--- config.mk ---
export PLATFORM = sky130hd
export DESIGN_NAME = pcc_lane
export DESIGN_NICKNAME = d
export VERILOG_FILES = /design/src/rtl/pcc_pkg.sv /design/src/rtl/pcc_lane.sv
export SDC_FILE = /design/constraint.sdc
export NUM_CORES = 2
export LEC_CHECK = 0
export ABC_CLOCK_PERIOD_IN_PS = 12700
export BUFFER_PORTS_ARGS = -buffer_cell sky130_fd_sc_hd__buf_2
export CELL_PAD_IN_SITES_DETAIL_PLACEMENT = 1
export CELL_PAD_IN_SITES_GLOBAL_PLACEMENT = 1
export CORE_ASPECT_RATIO = 1.4
export CORE_MARGIN = 2
export CORE_UTILIZATION = 45
export CTS_CLUSTER_SIZE = 40
export DETAILED_ROUTE_END_ITERATION = 7
export GPL_TIMING_DRIVEN = 0
export MAX_ROUTING_LAYER = met4
export PLACE_DENSITY = 0.79
export SETUP_SLACK_MARGIN = 0.3
export SLEW_MARGIN = 40
export SYNTH_ARGS = -nofsm -noshare
export SYNTH_HDL_FRONTEND = slang
export SYNTH_SLANG_ARGS = --single-unit
--- constraint.sdc ---
create_clock -name clk -period 12.7 [get_ports clk]
set_input_delay 1.27 -clock clk [delete_from_list [all_inputs] [get_ports clk]]
set_output_delay 1.27 -clock clk [all_outputs]
set_load 0.05 [all_outputs]
--- src/rtl/pcc_pkg.sv ---
// ----------------------------------------------------------------------------
// pcc_pkg
// Shared constants and types of the Pearson correlation block.
// ----------------------------------------------------------------------------
package pcc_pkg;

	// field widths of one beat
	localparam int FIELD_W   = 16;
	localparam int COEF_W    = 16;

	// fraction bits of the coefficient and bits of its magnitude
	localparam int FRAC_BITS = 14;
	localparam int QB        = FRAC_BITS + 1;

	// defaults of the top level parameters
	localparam int SAMPLE_BITS_DEF   = 16;
	localparam int VECTOR_LENGTH_DEF = 6;

	// sign and zero-variance marks that travel with an item
	typedef struct packed {
		logic deg;
		logic neg;
	} pcc_flags_t;

endpackage

--- src/rtl/pcc_lane.sv ---
// ----------------------------------------------------------------------------
// pcc_lane
// One element lane: decodes an x/y sample pair and registers its products.
// ----------------------------------------------------------------------------
module pcc_lane import pcc_pkg::*; #(
	parameter int SW = SAMPLE_BITS_DEF
) (
	input  logic                       clk,
	input  logic                       en,
	input  logic        [FIELD_W-1:0]  x,
	input  logic        [FIELD_W-1:0]  y,
	output logic signed [SW-1:0]       x_s1,
	output logic signed [SW-1:0]       y_s1,
	output logic signed [2*SW-1:0]     xy_s1,
	output logic signed [2*SW-1:0]     xx_s1,
	output logic signed [2*SW-1:0]     yy_s1
);

	logic signed [SW-1:0]   xd;
	logic signed [SW-1:0]   yd;
	logic signed [2*SW-1:0] xy_c;
	logic signed [2*SW-1:0] xx_c;
	logic signed [2*SW-1:0] yy_c;

	// take the low sample bits as a signed value
	assign xd = $signed(x[SW-1:0]);
	assign yd = $signed(y[SW-1:0]);

	// form the three products of this element
	assign xy_c = xd * yd;
	assign xx_c = xd * xd;
	assign yy_c = yd * yd;

	// hold the lane results for the merge stage
	always_ff @(posedge clk) begin
		if (en) begin
			x_s1  <= xd;
			y_s1  <= yd;
			xy_s1 <= xy_c;
			xx_s1 <= xx_c;
			yy_s1 <= yy_c;
		end
	end

endmodule

---- Yosys cells after proc, flatten, opt, wreduce, memory -nomap -nowiden ----
Cells that the tools add are included.
word-level totals
  flip-flop bits (word level) ............. 128
  input port bits ......................... 34
operators by class
  multiply operators ...................... 3
operators with widths
  cell            number
  $mul 16x16->32  3

---- Depth between registers and ports, before layout ----
  depth in word-level cells ............... 1
  depth in mapped cells ................... 26
  mapped depth without buffers ............ 23

---- Worst setup path after synthesis ----
Ideal clock, no wire load.
  path type ............................... input to register
  start ................................... input x[15]
  end ..................................... register xx_s1[31] (data pin)
  arrival time ............................ 7.195 ns
  path slack .............................. 5.355 ns
  cell stages on the path ................. 21
  path buffers ............................ 2
  path through ............................ inv_1 > clkbuf_1 > clkbuf_1 > nor2_1 > fa_1 > fa_1 > fa_1 > fa_1 > fa_1 > inv_1 > fa_1 > inv_1 > ha_1 > a21o_1 > a21o_1 > a21oi_1 > nor2b_1 > o41ai_1 > or4b_4 > a2111o_1 > o211ai_2
on the way
  word-level cells in the longest chain between the ends .. 1
RTL lines
  item                  line            source
  from (decl)           pcc_lane.sv:10  input logic [FIELD_W-1:0] x,
  $mul 16x16->32        pcc_lane.sv:31  assign xx_c = xd * xd;
  via xx_c[31]          pcc_lane.sv:22  logic signed [2*SW-1:0] xx_c;
  to (signal assigned)  pcc_lane.sv:40  xx_s1 <= xx_c;
  to (decl)             pcc_lane.sv:15  output logic signed [2*SW-1:0] xx_s1,
The timed path passes the listed nets, and every way through them passes these cells.
A chain may end at the register's enable or synchronous reset.

---- Worst setup path after layout ----
  start ................................... input y[3]
  end ..................................... register xy_s1[31] (data pin)
on the way
  word-level cells in the longest chain between the ends .. 1
RTL lines
  item                  line            source
  from (decl)           pcc_lane.sv:11  input logic [FIELD_W-1:0] y,
  $mul 16x16->32        pcc_lane.sv:30  assign xy_c = xd * yd;
  via xy_c[31]          pcc_lane.sv:21  logic signed [2*SW-1:0] xy_c;
  to (signal assigned)  pcc_lane.sv:39  xy_s1 <= xy_c;
  to (decl)             pcc_lane.sv:14  output logic signed [2*SW-1:0] xy_s1,
The timed path passes the listed nets, and every way through them passes these cells.

==> metrics.md <==
| Metric | Value |
|---|---|
| Status | `complete, no violations` |
| Slowest cell on the critical path | `fa_1` |
| Met2 GRT Util | `0.4729` |
| Postcts setup bufs | `0` |
| Final Hold Viols | `0` |
| TNS Setup | `0 ns` |
| Area grow syn2layout | `8.174%` |
| Period utilisation layout | `0.6906` |
| Total gr overflow | `0` |
| Met3 Track Usage GR | `0.04860` |
| Slew Viols, Final | `0` |
| Fin crit period | `8.771 ns` |
| Cell Area, Synth | `0.03163 sq mm` |
| Pre-Repair DR Iteration Count | `5` |
| CTS clk-pin slew, worst paths | `0.07 ns` |
| Crit-path max FO | `10` |
| Post-Route WL | `90,900 um` |
| DR vias | `23,031` |
| CP peak stage delay | `0.94 ns` |
| Num Clock Sinks | `124` |
| Sequential fraction of the synthesis area | `0.1177` |
| Largest cells by area after synthesis | `fa_1 46%, edfxtp_1 12%, inv_1 11%` |
| Syn Area/Cell | `9.800 sq um` |
| Async SR Flop Fraction | `0` |
| Syn Inst Count | `3,227` |
| Crit-path cells | `buf_2, clkbuf_1, clkinv_1, nor2_1, fa_1, fa_1, fa_1, fa_1, fa_1, inv_1, fa_1, inv_1, ha_1, nand4_1, nor3_1, o221ai_1, a21oi_1, nor4b_1, o41ai_1, a21oi_1, xnor2_1` |
| Max clock buf depth | `2` |
| Worst-Margin Slew | `0.9319 ns` |
| Crit path capture type | `flip-flop` |
| Fmax | `0.1140 GHz` |
| Gpl congestion | `0.9560` |
| Initial antenna violation count | `7` |
| Met1 Use GR | `0.2901` |
| Row count | `115` |
| H-tree depth | `4` |
| Final setup violation count | `0` |
| Post-synth top cells | `920 x inv_1, 732 x fa_1, 281 x nand2_1` |
| Warnings, synthesis | `0` |
| Residual DRC | `0` |
| Synthesized flop and latch total | `124` |
| Gr busiest metal | `met2` |
| Num CTS Buffers | `17` |
| Area leader, netlist | `fa_1` |
| WP data required | `12.96 ns` |
| Total GRT Usage | `0.2748` |
| CTS tree | `done` |
| CP Data Arrival Time | `9.03 ns` |
| Main synth FF type | `edfxtp_1` |
| CTS root buffer | `clkbuf_16` |
| First-pass GRT wire length | `145,000 um` |
| Layout Nets | `4,433` |
| Maxcap violations | `0` |
| # hold bufs at CTS | `0` |
| Die Y | `317.7 um` |
| RSZ-0062 raised after global routing | `no` |
| Vias in the first global route | `27,009` |
| DIE AREA | `0.07244 sq mm` |
| Initial DRC count | `1,381` |
| Worst setup SP type | `input pin` |
| EDFF count, synth | `124` |
| Most used cell, CP | `fa_1` |
| Share of layout cells above drive strength 1 | `0.06844` |
| Placeable core area | `0.06993 sq mm` |
| Largest net degree at the start of global routing | `69` |
| Worst hold path type | `input pin to flip-flop` |
| Routed Antenna Nets | `0` |
| Worst Setup Path Type | `input pin to flip-flop` |
| Drt via density | `5.279` |
| Post-synth top area share | `0.4634` |
| PortBufs | `159` |
| Most common cell in the netlist | `inv_1` |
| Die X | `228.1 um` |
| Library cells used by synthesis | `71` |
| Resized Gates After CTS | `0` |
| Top Ports | `162` |
| Initial Util | `0.4522` |
| Worst slew margin | `0.3787` |
| DPL Wire Length | `76,430 um` |
| Drt wl/cell | `20.83 um` |
==> flip-flops by register name, summed over array words and instances, names as in the netlist <==
register and count:
y_s1 16, xy_s1 32, yy_s1 30, xx_s1 30, x_s1 16
==> metal layers <==
metal  routed length [um]  vias up
li1                     -     9885
met1                31390    12034
met2                46890      817
met3                 5806      295
met4                 6806        0
met5                    0        -
==> worst paths after layout <==
path / slack (ns) / startpoint / end / cells past startpoint
hold / removal: 0.95 / y[10] / y_s1[10] / 1
setup / recovery: 3.93 / y[3] / xy_s1[31] / 21
==> metrics by stage <==
| stage | util | instances | cell area, sq um | hold WS [ns] | setup WS [ns] |
|---|---|---|---|---|---|
| floorplan | - | 3228 | 31630 | 1.369 | 5.355 |
| global route | 0.4892 | 4362 | 34210 | 0.9330 | 3.429 |
| CTS | 0.4888 | 4355 | 34180 | 0.9132 | 3.761 |
| finish | 0.4892 | 4363 | 34210 | 0.9536 | 3.929 |
| global placement | 0.4804 | 4323 | 33600 | 1.460 | 3.374 |
| detailed placement | 0.4812 | 4324 | 33650 | 1.465 | 3.233 |
==> logic make-up (layout without fill, tap and decap cells) <==
logic type,count (synthesis),count (layout),share of synthesized area
buffers and inverters,1042,1233,0.1246
adder cells (fa/ha/maj),992,992,0.5662
AND/OR/NAND/NOR,719,719,0.1098
AO/OA/AOI/OAI,234,234,0.04953
flip-flops,124,124,0.1177
XOR/XNOR,113,113,0.03129
multiplexers,2,2,0.0006330
other,1,10,0.0001186
==> layout make-up <==
class                           instances  area, sq um
Fill cell                            8059        35720
Inverter                              927         3480
Tap cell                              936         1171
Antenna cell                            8        20.02
Buffer                                115        485.5
Timing Repair Buffer                  160        833.3
Clock inverter                         12        100.1
Multi-Input combinational cell       2062        23960
Clock buffer                           19        432.9
Sequential cell                       124         3724
==> critical path, delay by kind of cell <==
family / cells / cell delay [ns]
AO/OA/AOI/OAI: 4 / 1.23
XOR/XNOR: 1 / 0.15
adder cells (fa/ha/maj): 7 / 3.93
buffers and inverters: 5 / 1.33
AND/OR/NAND/NOR: 4 / 1.08
==> cell usage in the layout, fill, tap and decap left out, drive strengths merged, types with 12 or more instances in the layout <==
cell type	count
a211oi	14
a21o	31
a21oi	65
and2	190
buf	169
clkbuf	125
edfxtp	124
fa	732
ha	260
inv	922
nand2	281
nand2b	22
nand3	16
nor2	126
nor3	21
o21a	14
o21ai	36
o21bai	12
xnor2	89
xor2	24
Power is not shown: default switching activity piles up to over one toggle a cycle in this logic, so the estimate is an artifact.
