<file path="src/rtl/pcc_wide_mul.sv">
// ----------------------------------------------------------------------------
// pcc_wide_mul
// Two-stage unsigned multiplier: half-width partial products, then their sum.
// ----------------------------------------------------------------------------
module pcc_wide_mul #(
	parameter int W = 42
) (
	input  logic           clk,
	input  logic           en1,
	input  logic           en2,
	input  logic [W-1:0]   a,
	input  logic [W-1:0]   b,
	output logic [2*W-1:0] p_s2
);

	localparam int H  = (W + 1) / 2;
	localparam int HW = W - H;

	logic [2*H-1:0]  ll_s1;
	logic [W-1:0]    lh_s1;
	logic [W-1:0]    hl_s1;
	logic [2*HW-1:0] hh_s1;
	logic [2*W-1:0]  sum_c;

	// form the four partial products
	always_ff @(posedge clk) begin
		if (en1) begin
			ll_s1 <= a[H-1:0] * b[H-1:0];
			lh_s1 <= W'(a[H-1:0]) * W'(b[W-1:H]);
			hl_s1 <= W'(a[W-1:H]) * W'(b[H-1:0]);
			hh_s1 <= (2*HW)'(a[W-1:H]) * (2*HW)'(b[W-1:H]);
		end
	end

	// align and add the partial products
	assign sum_c = (2*W)'(ll_s1) + ((2*W)'(lh_s1) << H) + ((2*W)'(hl_s1) << H)
		+ ((2*W)'(hh_s1) << (2*H));

	always_ff @(posedge clk) begin
		if (en2) begin
			p_s2 <= sum_c;
		end
	end

endmodule

</file>
<file path="config.mk">
export PLATFORM = sky130hd
export DESIGN_NAME = pcc_wide_mul
export DESIGN_NICKNAME = d
export VERILOG_FILES = /design/src/rtl/pcc_wide_mul.sv
export SDC_FILE = /design/constraint.sdc
export NUM_CORES = 2
export LEC_CHECK = 0
export BUFFER_PORTS_ARGS = -buffer_cell sky130_fd_sc_hd__buf_4
export CORE_UTILIZATION = 29
export CTS_BUF_LIST = sky130_fd_sc_hd__clkbuf_8 sky130_fd_sc_hd__clkbuf_16
export DETAILED_ROUTE_END_ITERATION = 10
export SLEW_MARGIN = 30
export SYNTH_ARGS = -nofsm -noshare
export SYNTH_HDL_FRONTEND = slang
export SYNTH_SLANG_ARGS = --single-unit
export TNS_END_PERCENT = 30
</file>
<file path="constraint.sdc">
create_clock -name clk -period 7.01 [get_ports clk]
set_input_delay 0.3505 -clock clk [delete_from_list [all_inputs] [get_ports clk]]
set_output_delay 0.3505 -clock clk [all_outputs]
set_load 0.05 [all_outputs]
</file>
==> Word-level counts from Yosys, hierarchy flattened <==
Index checks and enable logic that the tools add are counted.
{ "word_totals": {"mem_bits_ro": 0, "reg_bits": 252, "wordCells": 12, "mem_bits_rw": 0, "memories": 0, "output_inout_bits": 84, "latch_bits": 0, "input_bits": 87} }
{ "op_classes": {"n_bitwise": 0, "multipliers": 4, "shifts": 0, "magnitude_cmp": 0, "n_eq_ne": 0, "n_addsub": 3, "div": 0, "n_mux": 0, "reduce_logical": 0} }
{ "op_table": {"columns": ["cell", "n"], "rows": [
  ["$mul A21 B21 Y42", 4],
  ["$add A65 B84 Y84", 1],
  ["$add A64 B63 Y65", 1],
  ["$add A42 B63 Y64", 1]
]} }

==> Depth between registers and ports, before layout <==
{ "logic_depth": {"ltp_word": 3, "depth_mapped": 28, "mapped_depth_nobuf": 26} }

==> Worst setup path before layout <==
OpenSTA, ideal clock, no wires.
{ "synth_path": {"path_type": "input -> register", "start": "in b[14]", "end": "reg hl_s1[41], data pin", "t_arrival_ps": 6574, "setup_ps": 260, "path_buffers": 2, "setup_slack_ps": 177, "stages": 26, "required_ps": 6750, "path_cell_list": "clkbuf_1 -> clkbuf_1 -> nand2_1 -> fa_1 -> inv_1 -> fa_1 -> inv_1 -> fa_1 -> inv_1 -> fa_1 -> fa_1 -> fa_1 -> inv_1 -> fa_1 -> inv_1 -> ha_1 -> nand3_1 -> or2_2 -> a2111o_1 -> a31o_2 -> a21oi_1 -> a221o_1 -> a211oi_2 -> o31ai_1 -> a21oi_1 -> xnor2_1"} }
{ "synth_via": {"elab_chain_cells": 1} }
{ "synth_rtl": {"columns": ["item", "line", "source"], "rows": [
  ["start, declared", "12", "input logic [W-1:0] b,"],
  ["$mul A21 B21 Y42", "30", "hl_s1 <= W'(a[W-1:H]) * W'(b[H-1:0]);"],
  ["end signal, assigned", "30", null],
  ["end, declared", "21", "logic [W-1:0] hl_s1;"]
]} }
Every way passes these cells.
A chain may end at the register's enable or synchronous reset.

==> Final worst setup path <==
{ "layout_path": {"start": "in a[12]", "end": "reg lh_s1[41], data pin"} }
{ "layout_via": {"elab_chain_cells": 1} }
{ "layout_rtl": {"columns": ["item", "line", "source"], "rows": [
  ["start, declared", "11", "input logic [W-1:0] a,"],
  ["$mul A21 B21 Y42", "29", "lh_s1 <= W'(a[H-1:0]) * W'(b[W-1:H]);"],
  ["end signal, assigned", "29", null],
  ["end, declared", "20", "logic [W-1:0] lh_s1;"]
]} }
Every way passes these cells.

==> results.md <==
- Outcome: finished, final reports clean
- Number of enable flip-flop cells after synthesis: 252
- Critical Path Source Type: primary input
- Global-route wire length before repair: 318000 um
- Antenna violations before repair: 18
- Depth of the worst register-to-register path: 14
- Syn Nets: 9576
- Number of cells on the worst hold path: 1
- Starting density of the core: 0.293
- Dpl ws: -354 ps
- Count of endpoints failing hold in the final timing report: 0
- Net count reported at finish: 9872
- Avg Cell Area, Syn: 9.48 um^2
- Buffer type at the clock tree root: sky130_fd_sc_hd__clkbuf_16
- Total iterations of the first detailed-routing run: 5
- CP Data Arrival Time: 7110 ps
- Count of unique library cells instantiated by Yosys: 84
- Clock network latency to the later pin of the worst-skew pair: 640 ps
- Proportion of synthesized flip-flops having asynchronous set or reset: 0
- Setup repair after global routing missed its margin: false
- Number of max-slew violations in the final report: 0
- Worst hold path type: primary input to register
- Number of buffers created by CTS: 37
- Setup ws final: 247 ps
- Final cycle utilization of the critical path: 0.965
- Clock tree buffer depth: 3
- Number of rows created at floorplan: 179
- Count of input and output buffers: 170
- Prevailing post-synth register cell: sky130_fd_sc_hd__edfxtp_1
- Flip-flop and latch count after synthesis: 252
- Area of the core: 239000 um^2
- Minimum clock period: 6760 ps
- Maximum level of the CTS H-tree: 2
- Vertical die dimension: 493 um
- Final-report setup violation count: 0
- Maximum Capacitance Violations: 0
- Clock Sinks: 252
- Remaining antenna violation count after routing: 0
- Clock-pin slew reported for the worst setup and hold paths after clock tree synthesis: 60 ps
- Transition time at the pin with the least slew margin: 969 ps
- Wire length reported by the detailed router: 200000 um
- Worst setup path category: primary input to register
- Per-cell via count in the routed design: 4.65
- Total die area: 243000 um^2
- First DRT Iteration DRCs: 3048
- Filler cell count: 24558
- Layout overhead on the synthesized area: 12.9%
- Maximum achievable frequency: 0.148 GHz
- TritonCTS clock tree: done
- Total gr overflow: 0
- Maximum fanout encountered on the critical timing path: 12
- Share of layout cells above drive strength 1: 0.0959
- Endpoint type of the worst setup path: register
- Wire length per cell after detailed routing: 18.4 um
- IO Count: 171
- Post-Syn Area: 69800 um^2
- DR DRC count: 0
- Synthesis warning total: 0
- Final standard cell utilization of the core: 0.330
- Post-Syn Instances: 7364
- Number of buffers added to fix hold violations after cts: 0
- Worst rel slew slack: 0.348
- Total via count in the routed design: 50506
- Routability cong.: 0.928
- Post-detail-place hpwl: 169000 um
- Final-layout worst hold slack: 247 ps
- Vias in the first global route: 55130
- Clk_skew: 43.4 ps
- Req. time, crit path: 7360 ps
- Gr usage total: 0.168
- Horizontal die dimension: 493 um
- Maximum number of pins on one net before global-route repair: 69
- Seq/Total Area, Yosys: 0.108
-- cell type report --
cell class	instances	area (um^2)	area share
Clock inverter	28	273	0.00346
Tap cell	3167	3960	0.0503
Timing Repair Buffer	636	5210	0.0662
Sequential cell	252	7570	0.0960
Clock buffer	37	926	0.0117
Inverter	1648	6190	0.0785
Multi-Input combinational cell	5085	54700	0.694
Antenna cell	9	22.5	0.000286
-- cell usage after synthesis (all sizes together), types with 20 or more instances --
cell       n  area share
edfxtp   252        0.11
fa      1475        0.42
nand2    841       0.045
nor2b     20      0.0019
a21o     126       0.014
clkbuf   373       0.020
inv     1648       0.089
a21oi    185       0.014
o21bai    21      0.0023
nor2      86      0.0046
nand2b    20      0.0018
nor3      25      0.0019
xor2      81       0.010
and2    1032       0.092
nand4     36      0.0032
nand3     37      0.0027
and3      29      0.0026
ha       650        0.12
xnor2    130       0.016
a31oi     21      0.0020
o21ai     97      0.0071
-- worst max-delay path, cell delays in order --
cell and delay [ps]:
sky130_fd_sc_hd__buf_4 200, sky130_fd_sc_hd__buf_4 180, sky130_fd_sc_hd__and2_1 160, sky130_fd_sc_hd__fa_1 410, sky130_fd_sc_hd__fa_1 560, sky130_fd_sc_hd__inv_1 50, sky130_fd_sc_hd__fa_1 480, sky130_fd_sc_hd__inv_1 60
sky130_fd_sc_hd__fa_1 500, sky130_fd_sc_hd__fa_1 500, sky130_fd_sc_hd__fa_1 490, sky130_fd_sc_hd__inv_1 50, sky130_fd_sc_hd__fa_1 490, sky130_fd_sc_hd__inv_1 50, sky130_fd_sc_hd__ha_1 290, sky130_fd_sc_hd__a21o_1 170
sky130_fd_sc_hd__a21o_1 170, sky130_fd_sc_hd__a221oi_1 390, sky130_fd_sc_hd__buf_4 190, sky130_fd_sc_hd__o32a_1 130, sky130_fd_sc_hd__o2111ai_2 250, sky130_fd_sc_hd__nand4_1 190, sky130_fd_sc_hd__nand2_1 110, sky130_fd_sc_hd__a21o_1 210
sky130_fd_sc_hd__a221oi_1 340, sky130_fd_sc_hd__xnor2_1 110
-- metrics by stage --
step | cell area [um^2] | std cells | TNS [ps]
finish | 78800 | 10862 | 0
global route | 78800 | 10856 | 0
CTS | 78800 | 10853 | 0
detailed placement | 77600 | 10788 | -7190
global placement | 77600 | 10788 | -4360
floorplan | 69800 | 7364 | 0
-- cells by family after synthesis --
kind of cell | Yosys count | synth area share
flip-flops | 252 | 0.108
multiplexers | 3 | 0.000448
buffers and inverters | 2027 | 0.109
XOR/XNOR | 211 | 0.0265
adder cells (fa/ha/maj) | 2125 | 0.539
AND/OR/NAND/NOR | 2166 | 0.160
AO/OA/AOI/OAI | 580 | 0.0559
-- worst paths after layout --
path                            start             endpoint  slack [ps]
setup / recovery                a[12]  lh_s1[41]$_DFFE_PP_         250
hold / removal                    en2   p_s2[13]$_DFFE_PP_         250
setup reg to reg  ll_s1[22]$_DFFE_PP_   p_s2[58]$_DFFE_PP_        2100
hold reg to reg   ll_s1[14]$_DFFE_PP_   p_s2[14]$_DFFE_PP_         410
-- cells in the final DEF, fill, tap and decap left out, types with 17 or more instances in the layout --
cell type / n
sky130_fd_sc_hd__o21bai_1: 21
sky130_fd_sc_hd__xnor2_1: 130
sky130_fd_sc_hd__a21o_1: 126
sky130_fd_sc_hd__nor3_1: 24
sky130_fd_sc_hd__inv_1: 1651
sky130_fd_sc_hd__nor2_1: 86
sky130_fd_sc_hd__buf_4: 599
sky130_fd_sc_hd__and2_1: 1032
sky130_fd_sc_hd__clkbuf_16: 37
sky130_fd_sc_hd__buf_12: 34
sky130_fd_sc_hd__o21ai_0: 84
sky130_fd_sc_hd__ha_1: 650
sky130_fd_sc_hd__nand3_1: 37
sky130_fd_sc_hd__and3_1: 29
sky130_fd_sc_hd__xor2_1: 81
sky130_fd_sc_hd__a21oi_1: 178
sky130_fd_sc_hd__a31oi_1: 19
sky130_fd_sc_hd__nand2b_1: 20
sky130_fd_sc_hd__nand2_1: 841
sky130_fd_sc_hd__o21a_1: 18
sky130_fd_sc_hd__a211oi_1: 17
sky130_fd_sc_hd__nor2b_1: 19
sky130_fd_sc_hd__nand4_1: 36
sky130_fd_sc_hd__edfxtp_1: 252
sky130_fd_sc_hd__fa_1: 1475
-- state kept, by name, indices dropped and copies added, names as in the netlist --
signal  count
p_s2       84
hh_s1      42
lh_s1      42
ll_s1      42
hl_s1      42
-- per-layer routing --
layer	routed length (um)	up-vias	track usage
li1	-	22672	-
met1	86500	26297	0.224
met2	98000	1305	0.287
met3	10300	224	0.0206
met4	5260	8	0.0455
met5	62	-	0
-- what timing repair did --
action                     CTS  global route
setup buffers                0             0
setup endpoints to repair    0             6
gates resized for setup      0             3
Power is not shown: default switching activity piles up to over one toggle a cycle in this logic, so the estimate is an artifact.
